--- config.mk ---
export PLATFORM = sky130hd
export DESIGN_NAME = aabb_contact_side_tracker
export DESIGN_NICKNAME = d
export VERILOG_FILES = /design/src/hw/rtl/acst_pkg.sv /design/src/hw/rtl/acst_queue.sv /design/src/hw/rtl/acst_front.sv /design/src/hw/rtl/acst_back.sv /design/src/hw/rtl/aabb_contact_side_tracker.sv
export SDC_FILE = /design/constraint.sdc
export NUM_CORES = 2
export LEC_CHECK = 0
export BUFFER_PORTS_ARGS = -buffer_cell sky130_fd_sc_hd__buf_4
export CORE_ASPECT_RATIO = 0.7
export CORE_MARGIN = 10
export CORE_UTILIZATION = 45
export CTS_CLUSTER_DIAMETER = 50
export CTS_CLUSTER_SIZE = 12
export DETAILED_ROUTE_END_ITERATION = 6
export PLACE_DENSITY = 0.7
export SETUP_SLACK_MARGIN = 0.5
export SYNTH_ARGS = -nofsm -noshare
export SYNTH_HDL_FRONTEND = slang
export SYNTH_SLANG_ARGS = --single-unit
--- constraint.sdc ---
create_clock -name clk -period 24.4 [get_ports clk]
set_clock_uncertainty 0.05 [all_clocks]
set_input_delay 3.66 -clock clk [delete_from_list [all_inputs] [get_ports clk]]
set_output_delay 3.66 -clock clk [all_outputs]
set_load 0.01 [all_outputs]
--- src/hw/rtl/acst_pkg.sv ---
// Shared types and constants for the box contact side tracker.
package acst_pkg;

  localparam int FLD_COORD_W  = 24;
  localparam int FLD_SIZE_W   = 16;
  localparam int GHOST_ITEM_W = 10;
  localparam int COORD_EXT_W  = 32;
  localparam int CLS_DEPTH    = 4;
  localparam int RES_DEPTH    = 2;

  typedef struct packed {
    logic signed [FLD_COORD_W-1:0] self_x;
    logic signed [FLD_COORD_W-1:0] self_y;
    logic [FLD_SIZE_W-1:0]         self_width;
    logic [FLD_SIZE_W-1:0]         self_height;
    logic                          self_ghost;
    logic                          other_present;
    logic signed [FLD_COORD_W-1:0] other_x;
    logic signed [FLD_COORD_W-1:0] other_y;
    logic [FLD_SIZE_W-1:0]         other_width;
    logic [FLD_SIZE_W-1:0]         other_height;
    logic                          other_ghost;
    logic                          frame_end;
  } acst_in_t;

  typedef struct packed {
    logic                    grounded;
    logic                    top_blocked;
    logic                    left_blocked;
    logic                    right_blocked;
    logic                    ghost_hit;
    logic [GHOST_ITEM_W-1:0] ghost_item;
    logic                    ghost_enter;
    logic                    ghost_stay;
    logic                    ghost_exit;
  } acst_out_t;

  // One classified request handed from the front to the back.
  typedef struct packed {
    logic grounded;
    logic top;
    logic left;
    logic right;
    logic ghost;
    logic frame_end;
  } acst_cls_t;

endpackage

--- src/hw/rtl/acst_queue.sv ---
// Small register queue with push/full and pop/empty sides.
module acst_queue #(
  parameter int WIDTH = 8,
  parameter int DEPTH = 4
) (
  input  logic             clk,
  input  logic             rst_n,
  input  logic             push,
  output logic             full,
  input  logic [WIDTH-1:0] din,
  input  logic             pop,
  output logic             empty,
  output logic [WIDTH-1:0] dout
);

  localparam int PW = $clog2(DEPTH);

  logic [WIDTH-1:0] mem [DEPTH];
  logic [PW-1:0]    wr_ptr_r, wr_ptr_nxt;
  logic [PW-1:0]    rd_ptr_r, rd_ptr_nxt;
  logic [PW:0]      count_r, count_nxt;
  logic             do_push, do_pop;

  assign full    = (count_r == (PW+1)'(DEPTH));
  assign empty   = (count_r == '0);
  assign do_push = push && !full;
  assign do_pop  = pop && !empty;
  assign dout    = mem[rd_ptr_r];

  always_comb begin
    wr_ptr_nxt = do_push ? wr_ptr_r + 1'b1 : wr_ptr_r;
    rd_ptr_nxt = do_pop ? rd_ptr_r + 1'b1 : rd_ptr_r;
    count_nxt  = count_r;
    if (do_push && !do_pop) begin
      count_nxt = count_r + 1'b1;
    end else if (do_pop && !do_push) begin
      count_nxt = count_r - 1'b1;
    end
  end

  always_ff @(posedge clk) begin
    if (!rst_n) begin
      wr_ptr_r <= '0;
      rd_ptr_r <= '0;
      count_r  <= '0;
    end else begin
      wr_ptr_r <= wr_ptr_nxt;
      rd_ptr_r <= rd_ptr_nxt;
      count_r  <= count_nxt;
    end
  end

  always_ff @(posedge clk) begin
    if (do_push) begin
      mem[wr_ptr_r] <= din;
    end
  end

endmodule

--- src/hw/rtl/acst_front.sv ---
// Front end: edge build, overlap test and smallest-gap classification.
module acst_front #(
  parameter int COORD_BITS = 24
) (
  input  logic                clk,
  input  logic                rst_n,
  input  logic                in_valid,
  output logic                in_stall,
  input  acst_pkg::acst_in_t  in_item,
  output logic                cls_valid,
  output acst_pkg::acst_cls_t cls_item,
  input  logic                cls_full
);
  import acst_pkg::*;

  // doubled edges need room for 2*center plus a full size
  localparam int EW = ((COORD_BITS > FLD_SIZE_W) ? COORD_BITS : FLD_SIZE_W) + 2;
  localparam int DW = EW + 1;

  function automatic logic signed [EW-1:0] dbl(input logic [FLD_COORD_W-1:0] f);
    logic [COORD_EXT_W-1:0]       e;
    logic signed [COORD_BITS-1:0] c;
    e = COORD_EXT_W'(f);
    c = e[COORD_BITS-1:0];
    return EW'(c) <<< 1;
  endfunction

  function automatic logic signed [EW-1:0] sz(input logic [FLD_SIZE_W-1:0] s);
    return signed'(EW'(s));
  endfunction

  function automatic logic [DW-1:0] mag(input logic signed [DW-1:0] d);
    return d[DW-1] ? DW'(-d) : DW'(d);
  endfunction

  logic stall;

  // stage 1: edges
  logic                 s1_valid_r;
  logic signed [EW-1:0] l0_r, r0_r, b0_r, t0_r, l1_r, r1_r, b1_r, t1_r;
  logic                 s1_present_r, s1_solid_r, s1_fend_r;

  // stage 2: overlap and signed gaps
  logic                 s2_valid_r;
  logic signed [DW-1:0] dgb_r, dgt_r, dgl_r, dgr_r;
  logic                 s2_solid_r, s2_ghost_r, s2_fend_r;
  logic                 hit;

  // stage 3: gap magnitudes
  logic                 s3_valid_r;
  logic [DW-1:0]        gb_r, gt_r, gl_r, gr_r;
  logic                 s3_solid_r, s3_ghost_r, s3_fend_r;

  assign stall    = s3_valid_r && cls_full;
  assign in_stall = stall;

  assign hit = !(r0_r < l1_r || l0_r > r1_r || b0_r > t1_r || t0_r < b1_r);

  always_ff @(posedge clk) begin
    if (!rst_n) begin
      s1_valid_r <= 1'b0;
      s2_valid_r <= 1'b0;
      s3_valid_r <= 1'b0;
    end else if (!stall) begin
      s1_valid_r <= in_valid;
      s2_valid_r <= s1_valid_r;
      s3_valid_r <= s2_valid_r;
    end
  end

  always_ff @(posedge clk) begin
    if (!stall) begin
      l0_r         <= dbl(in_item.self_x) - sz(in_item.self_width);
      r0_r         <= dbl(in_item.self_x) + sz(in_item.self_width);
      b0_r         <= dbl(in_item.self_y) - sz(in_item.self_height);
      t0_r         <= dbl(in_item.self_y) + sz(in_item.self_height);
      l1_r         <= dbl(in_item.other_x) - sz(in_item.other_width);
      r1_r         <= dbl(in_item.other_x) + sz(in_item.other_width);
      b1_r         <= dbl(in_item.other_y) - sz(in_item.other_height);
      t1_r         <= dbl(in_item.other_y) + sz(in_item.other_height);
      s1_present_r <= in_item.other_present;
      s1_solid_r   <= !in_item.self_ghost && !in_item.other_ghost;
      s1_fend_r    <= in_item.frame_end;

      dgb_r      <= DW'(b0_r) - DW'(t1_r);
      dgt_r      <= DW'(t0_r) - DW'(b1_r);
      dgl_r      <= DW'(l0_r) - DW'(r1_r);
      dgr_r      <= DW'(r0_r) - DW'(l1_r);
      s2_solid_r <= s1_present_r && hit && s1_solid_r;
      s2_ghost_r <= s1_present_r && hit && !s1_solid_r;
      s2_fend_r  <= s1_fend_r;

      gb_r       <= mag(dgb_r);
      gt_r       <= mag(dgt_r);
      gl_r       <= mag(dgl_r);
      gr_r       <= mag(dgr_r);
      s3_solid_r <= s2_solid_r;
      s3_ghost_r <= s2_ghost_r;
      s3_fend_r  <= s2_fend_r;
    end
  end

  // strictly smallest gap wins; any tie for smallest sets nothing
  assign cls_valid          = s3_valid_r;
  assign cls_item.grounded  = s3_solid_r && gb_r < gt_r && gb_r < gl_r && gb_r < gr_r;
  assign cls_item.top       = s3_solid_r && gt_r < gb_r && gt_r < gl_r && gt_r < gr_r;
  assign cls_item.left      = s3_solid_r && gl_r < gt_r && gl_r < gb_r && gl_r < gr_r;
  assign cls_item.right     = s3_solid_r && gr_r < gt_r && gr_r < gb_r && gr_r < gl_r;
  assign cls_item.ghost     = s3_ghost_r;
  assign cls_item.frame_end = s3_fend_r;

endmodule

--- src/hw/rtl/acst_back.sv ---
// Back end: per-frame accumulation, ghost tracking and result build.
module acst_back #(
  parameter int MAX_ITEMS = 1024
) (
  input  logic                clk,
  input  logic                rst_n,
  input  logic                cls_empty,
  input  acst_pkg::acst_cls_t cls_item,
  output logic                cls_pop,
  output logic                res_push,
  output acst_pkg::acst_out_t res_item,
  input  logic                res_full
);
  import acst_pkg::*;

  localparam int IDX_MAX = (1 << GHOST_ITEM_W) - 1;
  localparam int CNT_MAX = (MAX_ITEMS - 1 < IDX_MAX) ? MAX_ITEMS - 1 : IDX_MAX;
  localparam int CW      = $clog2(CNT_MAX + 1);

  logic          go, fend;
  logic          grounded_r, top_r, left_r, right_r, seen_r, stay_prev_r;
  logic          grounded_nxt, top_nxt, left_nxt, right_nxt, seen_nxt, stay_prev_nxt;
  logic [CW-1:0] first_r, first_nxt;
  logic [CW-1:0] count_r, count_nxt;
  logic          hit_all, ground_all, top_all, left_all, right_all;
  logic [CW-1:0] first_all;

  // a frame end request waits until the result queue has room
  assign go       = !cls_empty && (!cls_item.frame_end || !res_full);
  assign fend     = go && cls_item.frame_end;
  assign cls_pop  = go;
  assign res_push = fend;

  always_comb begin
    ground_all = grounded_r || cls_item.grounded;
    top_all    = top_r || cls_item.top;
    left_all   = left_r || cls_item.left;
    right_all  = right_r || cls_item.right;
    hit_all    = seen_r || cls_item.ghost;
    first_all  = seen_r ? first_r : (cls_item.ghost ? count_r : '0);
  end

  always_comb begin
    res_item.grounded      = ground_all;
    res_item.top_blocked   = top_all;
    res_item.left_blocked  = left_all;
    res_item.right_blocked = right_all;
    res_item.ghost_hit     = hit_all;
    res_item.ghost_item    = GHOST_ITEM_W'(first_all);
    res_item.ghost_enter   = hit_all && !stay_prev_r;
    res_item.ghost_stay    = hit_all;
    res_item.ghost_exit    = !hit_all && stay_prev_r;
  end

  always_comb begin
    grounded_nxt  = grounded_r;
    top_nxt       = top_r;
    left_nxt      = left_r;
    right_nxt     = right_r;
    seen_nxt      = seen_r;
    first_nxt     = first_r;
    count_nxt     = count_r;
    stay_prev_nxt = stay_prev_r;
    if (fend) begin
      grounded_nxt  = 1'b0;
      top_nxt       = 1'b0;
      left_nxt      = 1'b0;
      right_nxt     = 1'b0;
      seen_nxt      = 1'b0;
      first_nxt     = '0;
      count_nxt     = '0;
      stay_prev_nxt = hit_all;
    end else if (go) begin
      grounded_nxt = ground_all;
      top_nxt      = top_all;
      left_nxt     = left_all;
      right_nxt    = right_all;
      seen_nxt     = hit_all;
      first_nxt    = first_all;
      if (count_r < CW'(CNT_MAX)) begin
        count_nxt = count_r + 1'b1;
      end
    end
  end

  always_ff @(posedge clk) begin
    if (!rst_n) begin
      grounded_r  <= 1'b0;
      top_r       <= 1'b0;
      left_r      <= 1'b0;
      right_r     <= 1'b0;
      seen_r      <= 1'b0;
      first_r     <= '0;
      count_r     <= '0;
      stay_prev_r <= 1'b0;
    end else begin
      grounded_r  <= grounded_nxt;
      top_r       <= top_nxt;
      left_r      <= left_nxt;
      right_r     <= right_nxt;
      seen_r      <= seen_nxt;
      first_r     <= first_nxt;
      count_r     <= count_nxt;
      stay_prev_r <= stay_prev_nxt;
    end
  end

endmodule

--- src/hw/rtl/aabb_contact_side_tracker.sv ---
// Top level of the box contact side tracker.
//
// One box (self) is tested against a stream of other boxes, one request per
// other box; the request with frame_end set closes the frame and produces one
// result with the four side flags and the ghost enter/stay/exit status.
// Requests without frame_end produce no result.
// Input side: drive in_data and push; the request is taken on a clock edge
// with push high and full low. Result side: a result sits on out_data while
// empty is low and is taken on an edge with pop high.
// The result of a frame end request shows on out_data once it has passed
// the three front stages, the front-to-back queue and the back step into the
// result queue, if the result queue has room.
// Throughput: one request per cycle while full is low, set by the
// three-stage edge/gap/magnitude pipeline and the one-step back end.
// A four-entry queue between front and back and a two-entry result queue let
// results wait while requests keep flowing; full rises only once both fill.
// Reset (rst_n low, synchronous) empties both queues and the pipeline and
// clears all per-frame state and the previous ghost status.
module aabb_contact_side_tracker #(
  parameter int MAX_ITEMS  = 1024,
  parameter int COORD_BITS = 24
) (
  input  logic                clk,
  input  logic                rst_n,
  input  logic                push,
  output logic                full,
  input  acst_pkg::acst_in_t  in_data,
  output logic                empty,
  input  logic                pop,
  output acst_pkg::acst_out_t out_data
);
  import acst_pkg::*;

  localparam int CLS_W = $bits(acst_cls_t);
  localparam int RES_W = $bits(acst_out_t);

  logic             cls_valid, cls_full, cls_empty, cls_pop;
  acst_cls_t        cls_in, cls_out;
  logic [CLS_W-1:0] cls_dout;
  logic             res_push, res_full;
  acst_out_t        res_in;
  logic [RES_W-1:0] res_dout;

  acst_front #(
    .COORD_BITS(COORD_BITS)
  ) u_front (
    .clk      (clk),
    .rst_n    (rst_n),
    .in_valid (push),
    .in_stall (full),
    .in_item  (in_data),
    .cls_valid(cls_valid),
    .cls_item (cls_in),
    .cls_full (cls_full)
  );

  acst_queue #(
    .WIDTH(CLS_W),
    .DEPTH(CLS_DEPTH)
  ) u_cls_q (
    .clk  (clk),
    .rst_n(rst_n),
    .push (cls_valid),
    .full (cls_full),
    .din  (cls_in),
    .pop  (cls_pop),
    .empty(cls_empty),
    .dout (cls_dout)
  );

  assign cls_out = acst_cls_t'(cls_dout);

  acst_back #(
    .MAX_ITEMS(MAX_ITEMS)
  ) u_back (
    .clk      (clk),
    .rst_n    (rst_n),
    .cls_empty(cls_empty),
    .cls_item (cls_out),
    .cls_pop  (cls_pop),
    .res_push (res_push),
    .res_item (res_in),
    .res_full (res_full)
  );

  acst_queue #(
    .WIDTH(RES_W),
    .DEPTH(RES_DEPTH)
  ) u_res_q (
    .clk  (clk),
    .rst_n(rst_n),
    .push (res_push),
    .full (res_full),
    .din  (res_in),
    .pop  (pop),
    .empty(empty),
    .dout (res_dout)
  );

  assign out_data = acst_out_t'(res_dout);

endmodule

Yosys cells after proc, flatten, opt, wreduce, memory -nomap -nowiden
Memory sizes are Yosys's and may differ from the RTL's. A register that Yosys moved wholly into a read port is not among the register bits.
Index checks and enable logic that the tools add are counted.
{"block": "classes", "n_addsub": 25, "magnitude_cmp": 17, "n_eq_ne": 2, "muxes": 18, "n_bitwise": 1, "n_reduce_logical": 59}
{"cell": "$lt 27x27->1", "count": 12}
{"cell": "$neg 27->27", "count": 4}
{"cell": "$sub 26x26->27", "count": 4}
{"cell": "$add 25x17->26", "count": 4}
{"cell": "$mux 26", "count": 4}
{"cell": "$sub 25x17->26", "count": 4}
{"cell": "$gt 26x26->1", "count": 2}
{"cell": "$lt 26x26->1", "count": 2}
{"cell": "$logic_and 1x1->1", "count": 29}
{"cell": "$mux 10", "count": 2}
{"cell": "$logic_not 1->1", "count": 15}
{"cell": "$add 10x1->10 const B", "count": 1}
{"cell": "$lt 10x10->1 const B", "count": 1}
{"cell": "$logic_or 1x1->1", "count": 9}
{"cell": "$mux 2", "count": 4}
{"cell": "$add 2x1->2 const B", "count": 3}
{"cell": "$mux 1", "count": 6}
{"cell": "$mux 3", "count": 2}
{"cell": "$reduce_bool 2->1", "count": 2}
{"cell": "$add 3x1->3 const B", "count": 1}
{"cell": "$eq 3x3->1 const B", "count": 1}
{"cell": "$logic_not 3->1", "count": 1}
{"cell": "$sub 3x1->3 const B", "count": 1}
{"cell": "$add 1x1->1 const B", "count": 2}
{"cell": "6 further kinds", "count": 6}
{"block": "word_totals", "reg_bits": 473, "ram_bits": 60, "in_bits": 168, "out_inout_bits": 20, "wordCells": 170, "memories": 2}
{"name": "u_res_q.mem", "words": 2, "width": 18, "rd": 1, "rd_clocked_by_memory_dff": 1, "wr": 1, "line": "acst_queue.sv:18", "rtl": "logic [WIDTH-1:0] mem [DEPTH];"}
{"name": "u_cls_q.mem", "words": 4, "width": 6, "rd": 1, "rd_clocked_by_memory_dff": 1, "wr": 1, "line": "acst_queue.sv:18"}

Depth between registers and ports, before layout
{"block": "logic_depth", "word_depth": 10, "ltp_mapped": 13}

Modules after synthesis
From an unflattened synthesis, not the netlist that was laid out.
{"block": "hier_totals", "cells_unflattened": 3379, "area_unflattened_um2": 35132.4}
{"mod": "acst_front", "instances": 1, "cells_each": 3063, "area_per_inst_um2": 30979.7}
{"mod": "acst_queue (u_res_q)", "instances": 1, "cells_each": 81, "area_per_inst_um2": 1530.2}
{"mod": "acst_queue (u_cls_q)", "instances": 1, "cells_each": 79, "area_per_inst_um2": 1350.0}
{"mod": "acst_back", "instances": 1, "cells_each": 156, "area_per_inst_um2": 1272.5}

Least setup slack after synthesis
Ideal clock, no wire load.
{"block": "synth_path", "path_kind": "flip-flop to flip-flop", "from": "register u_cls_q.count_r[0]", "to": "register u_front.b0_r[10] (enable)", "setup_time_ns": 0.771, "t_arrival_ns": 8.979, "required_ns": 23.579, "path_slack_ns": 14.600, "stages_incl_launch_ff": 5, "path_buffers": 1, "period_less_slack_ns": 9.800, "path_cell_list": "dfxtp_1 > nor2_1 > and3_1 > clkbuf_1 > inv_1"}
{"block": "synth_via", "elab_chain_len": 2}
{"item": "start: declaration", "line": "acst_queue.sv:21", "rtl": "logic [PW:0] count_r, count_nxt;"}
{"item": "start signal: assignment", "line": "acst_queue.sv:49", "rtl": "count_r <= count_nxt;"}
{"item": "$eq 3x3->1", "line": "acst_queue.sv:24", "rtl": "assign full = (count_r == (PW+1)'(DEPTH));"}
{"item": "$logic_and 1x1->1", "line": "acst_front.sv:54", "rtl": "assign stall = s3_valid_r && cls_full;"}
{"item": "via full", "line": "aabb_contact_side_tracker.sv:26", "rtl": "output logic full,"}
{"item": "end signal: assignment", "line": "acst_front.sv:75", "rtl": "b0_r <= dbl(in_item.self_y) - sz(in_item.self_height);"}
{"item": "end: declaration", "line": "acst_front.sv:40", "rtl": "logic signed [EW-1:0] l0_r, r0_r, b0_r, t0_r, l1_r, r1_r, b1_r, t1_r;"}
The timed path passes the listed nets, and every way through them passes these cells.
A chain may end at the register's enable or synchronous reset.

Worst setup path in the final report
{"block": "layout_path", "from": "input in_data[19] in the netlist's numbering", "to": "register u_front.l1_r[25] (data pin)"}
{"block": "layout_via", "elab_chain_len": 1}
{"item": "start: declaration", "line": "aabb_contact_side_tracker.sv:27", "rtl": "input acst_pkg::acst_in_t in_data,"}
{"item": "$sub 25x17->26", "line": "acst_front.sv:77", "rtl": "l1_r <= dbl(in_item.other_x) - sz(in_item.other_width);"}
{"item": "end signal: assignment", "line": "acst_front.sv:77"}
{"item": "end: declaration", "line": "acst_front.sv:40"}
Every way passes these cells.

==> flow_summary.json <==
{
  "area.growth.synth_to_final_pct": 12.17,
  "synthAdderAreaFrac_pct": 14.81,
  "synth_compound_area_share_pct": 14.28,
  "status": "completed",
  "netlist_instances": 3367,
  "crit_path_max_fanout": 4,
  "via_count": 24956,
  "postCtsSetupBuffers": 0,
  "drtAntennaViolNets": 0,
  "leakagePower_nw": 16.63,
  "cts-htree-levels": 2,
  "fp.dieArea_um2": 89390,
  "antenna_cells": 0,
  "yosysWarnings": 0,
  "ctsResizeCount": 0,
  "clk_pin_slew_ps": 60,
  "rsz0062_at_grt": "false",
  "setup_slack_ps": 17950,
  "power_frac_clock_pct": 20.8,
  "synth-simple-area-share_pct": 11.63,
  "tns_ps": 0,
  "p_int_mw": 2.559,
  "routed_wl_um": 80910,
  "drc_errors": 0,
  "p_switching_mw": 1.498,
  "use_met3_pct": 3.084,
  "finalCritPeriodShare_pct": 26.43,
  "slew_viol_final": 0,
  "syn_nets": 3941,
  "numCtsBuffers": 57,
  "synthTopCellsByArea": "edfxtp_1 (41%), ha_1 (14%), xnor2_1 (6.9%)",
  "gr-max-usage-layer": "met2",
  "postCtsHoldBufs": 0,
  "row_count": 85,
  "ys.flop_type": "edfxtp_1",
  "post_route_cells_drive_above_1_share_pct": 9.167,
  "setup_violations": 0,
  "grt_pass1_wl_um": 128200,
  "crit_arrival_ps": 6770,
  "ir_worst_vdd_mv": 0.05604,
  "grt_usage_pct": 17.59,
  "grt_max_degree": 136,
  "drv_cap": 0,
  "top_level_ports": 188,
  "netSwitchingFraction_pct": 36.92,
  "drt_iter0_markers": 2034,
  "gp_congestion": 0.9238,
  "synth_top_family_by_area": "adder cells",
  "overflow": 0,
  "max_stage_delay_ps": 780,
  "required_ps": 24720,
  "synthArstFlopShare_pct": 0,
  "clockBufferDepth": 3,
  "synth_area_leader_cell": "edfxtp_1",
  "final_cell_count_no_fill": 4611,
  "syn-cell-area_um2": 34950,
  "root_buffer": "clkbuf_16",
  "num-nets-final": 4109,
  "place_hpwl_um": 64150,
  "cpMaxStageDelayCell": "a2111oi_0",
  "cp-start-kind": "input pin",
  "path_cells": "buf_4 > inv_1 > ha_1 > nor2b_1 > o21a_1 > o21ai_1 > a211oi_1 > o221ai_1 > a2111oi_0 > o22ai_1 > nand2_1 > o21ai_1",
  "power_mw": 4.058,
  "io_buffers": 187,
  "reg2reg_setup_slack_ps": 20640,
  "path_class": "input pin to flop",
  "hp-class": "flop to flop",
  "antenna_found_initial": 2,
  "relSlewSlack_pct": 24.09,
  "dp_cells": 4520,
  "synth_xor_area_share_pct": 8.946,
  "power_frac_seq_pct": 39.5,
  "synth_seq_cells": 526,
  "synth-seq-area-share_pct": 43.96,
  "core_area_um2": 76890,
  "grt_pass1_vias": 23989,
  "grtUsageMet1_pct": 26.29,
  "synth.avg_cell_area_um2": 10.38,
  "synthMuxAreaShare_pct": 1.364,
  "met2_usage_pct": 26.34,
  "power.density_nw_per_um2": 103.5,
  "initial_core_util_pct": 45.45,
  "power_frac_comb_pct": 39.6,
  "fill_cells": 6813,
  "ys_types": 77,
  "tritoncts": "done",
  "tightest_slew_ps": 1124,
  "synth-edff-count": 483,
  "firstDrtPassIters": 6,
  "critPathCaptureType": "flop",
  "die_h_um": 253.2,
  "clock.fmax_mhz": 155.1,
  "cpMostUsedCell": "o21ai_1",
  "cts_sinks": 526,
  "final.min_clock_period_ps": 6448,
  "die_w_um": 353.1,
  "synth_top_area_share_pct": 41.50,
  "post-route-util_pct": 50.98,
  "viasPerCell": 5.412,
  "avgRoutedWirePerCell_um": 17.55,
  "clk_latency_ps": 630,
  "hold_viol": 0,
  "pre_cts_slack_ps": 17420
}
routing by layer:
layer / vias up / part of all wire (%)
met4: 2 / 1.6
met1: 11775 / 50
met2: 633 / 42
met5: - / 0.030
li1: 12453 / -
met3: 93 / 6.5
placed cells by master (no fill, tap or decap), types with 23 or more instances in the layout:
master,n
a211oi_1,23
a21o_1,93
a21oi_1,212
and2_1,24
and3_1,31
buf_4,195
clkbuf_16,60
dfxtp_1,43
edfxtp_1,483
ha_1,393
inv_1,369
nand2_1,172
nand2b_1,52
nand3_1,47
nand4_1,50
nor2_1,214
nor2b_1,47
nor3_1,51
nor4_1,25
o21a_1,46
o21ai_0,119
o21ai_1,41
o21bai_1,32
o31ai_1,36
xnor2_1,275
xor2_1,82
critical path, delay by kind of cell:
kind / cells / cell delay, ps
fa+ha+maj: 1 / 270
simple gates: 2 / 330
compound gates: 7 / 2370
buf+inv: 2 / 140
sequential cells by signal, indices dropped and copies added, names as in the netlist, 26 cells and up, named ones only:
| register | cells |
|---|---|
| u_front.r0_r | 26 |
| u_front.r1_r | 26 |
| u_front.t0_r | 26 |
| u_front.gl_r | 26 |
| u_res_q.mem | 34 |
| u_front.dgt_r | 27 |
| u_front.dgl_r | 26 |
| u_front.gb_r | 26 |
| u_front.t1_r | 26 |
| u_front.dgr_r | 27 |
| u_front.gt_r | 27 |
| u_front.dgb_r | 26 |
| u_front.gr_r | 27 |
cell usage after synthesis, types with 50 or more instances:
master / number
edfxtp_1: 483
ha_1: 393
inv_1: 370
xnor2_1: 275
nor2_1: 214
a21oi_1: 212
nand2_1: 172
o21ai_0: 119
a21o_1: 93
xor2_1: 82
clkbuf_1: 80
nand2b_1: 52
nor3_1: 51
nand4_1: 50
power groups by stage:
stage               clock, mW  combinational (mW)  sequential [mW]
floorplan                   0                1.21             1.50
global placement            0                1.56             1.61
detailed placement          0                1.58             1.61
CTS                     0.863                1.60             1.60
global route            0.902                1.82             1.63
finish                  0.846                1.61             1.60
cell families (layout without fill, tap and decap cells):
kind of cell               Yosys count  count (layout)
and+or+nand+nor                    807             807
AOI/OAI and AO/OA                  769             769
DFF                                526             526
buffers and inverters              464             664
adders and majority gates          406             406
xor gates and xnor gates           357             357
muxes                               38              38
path summary, 6_finish.rpt:
path                      start                 to  depth (start not counted)
max                 in_data[19]   u_front.l1_r[25]                         12
min           u_front.s1_fend_r  u_front.s2_fend_r                          0
max reg2reg  u_cls_q.count_r[0]   u_front.dgl_r[1]                          5
min reg2reg   u_front.s1_fend_r  u_front.s2_fend_r                          0
final cells by class:
cell class | count | area [µm²] | share of cell area (%)
clock buffer | 71 | 1543 | 3.935
clock inverter | 20 | 254.0 | 0.6479
inverter | 378 | 1426 | 3.638
multi-input combinational | 2377 | 17840 | 45.52
sequential | 526 | 15360 | 39.19
tap | 1044 | 1306 | 3.332
timing repair buffer | 195 | 1464 | 3.734
through the flow:
step	hold slack, ps	area [µm²]
after floorplan	350.3	34950
after global placement	359.1	37410
after detailed placement	368.2	37410
after CTS	375.6	39200
after global routing	386.7	39200
final	375.8	39200
(Power assumes the default switching activity.)
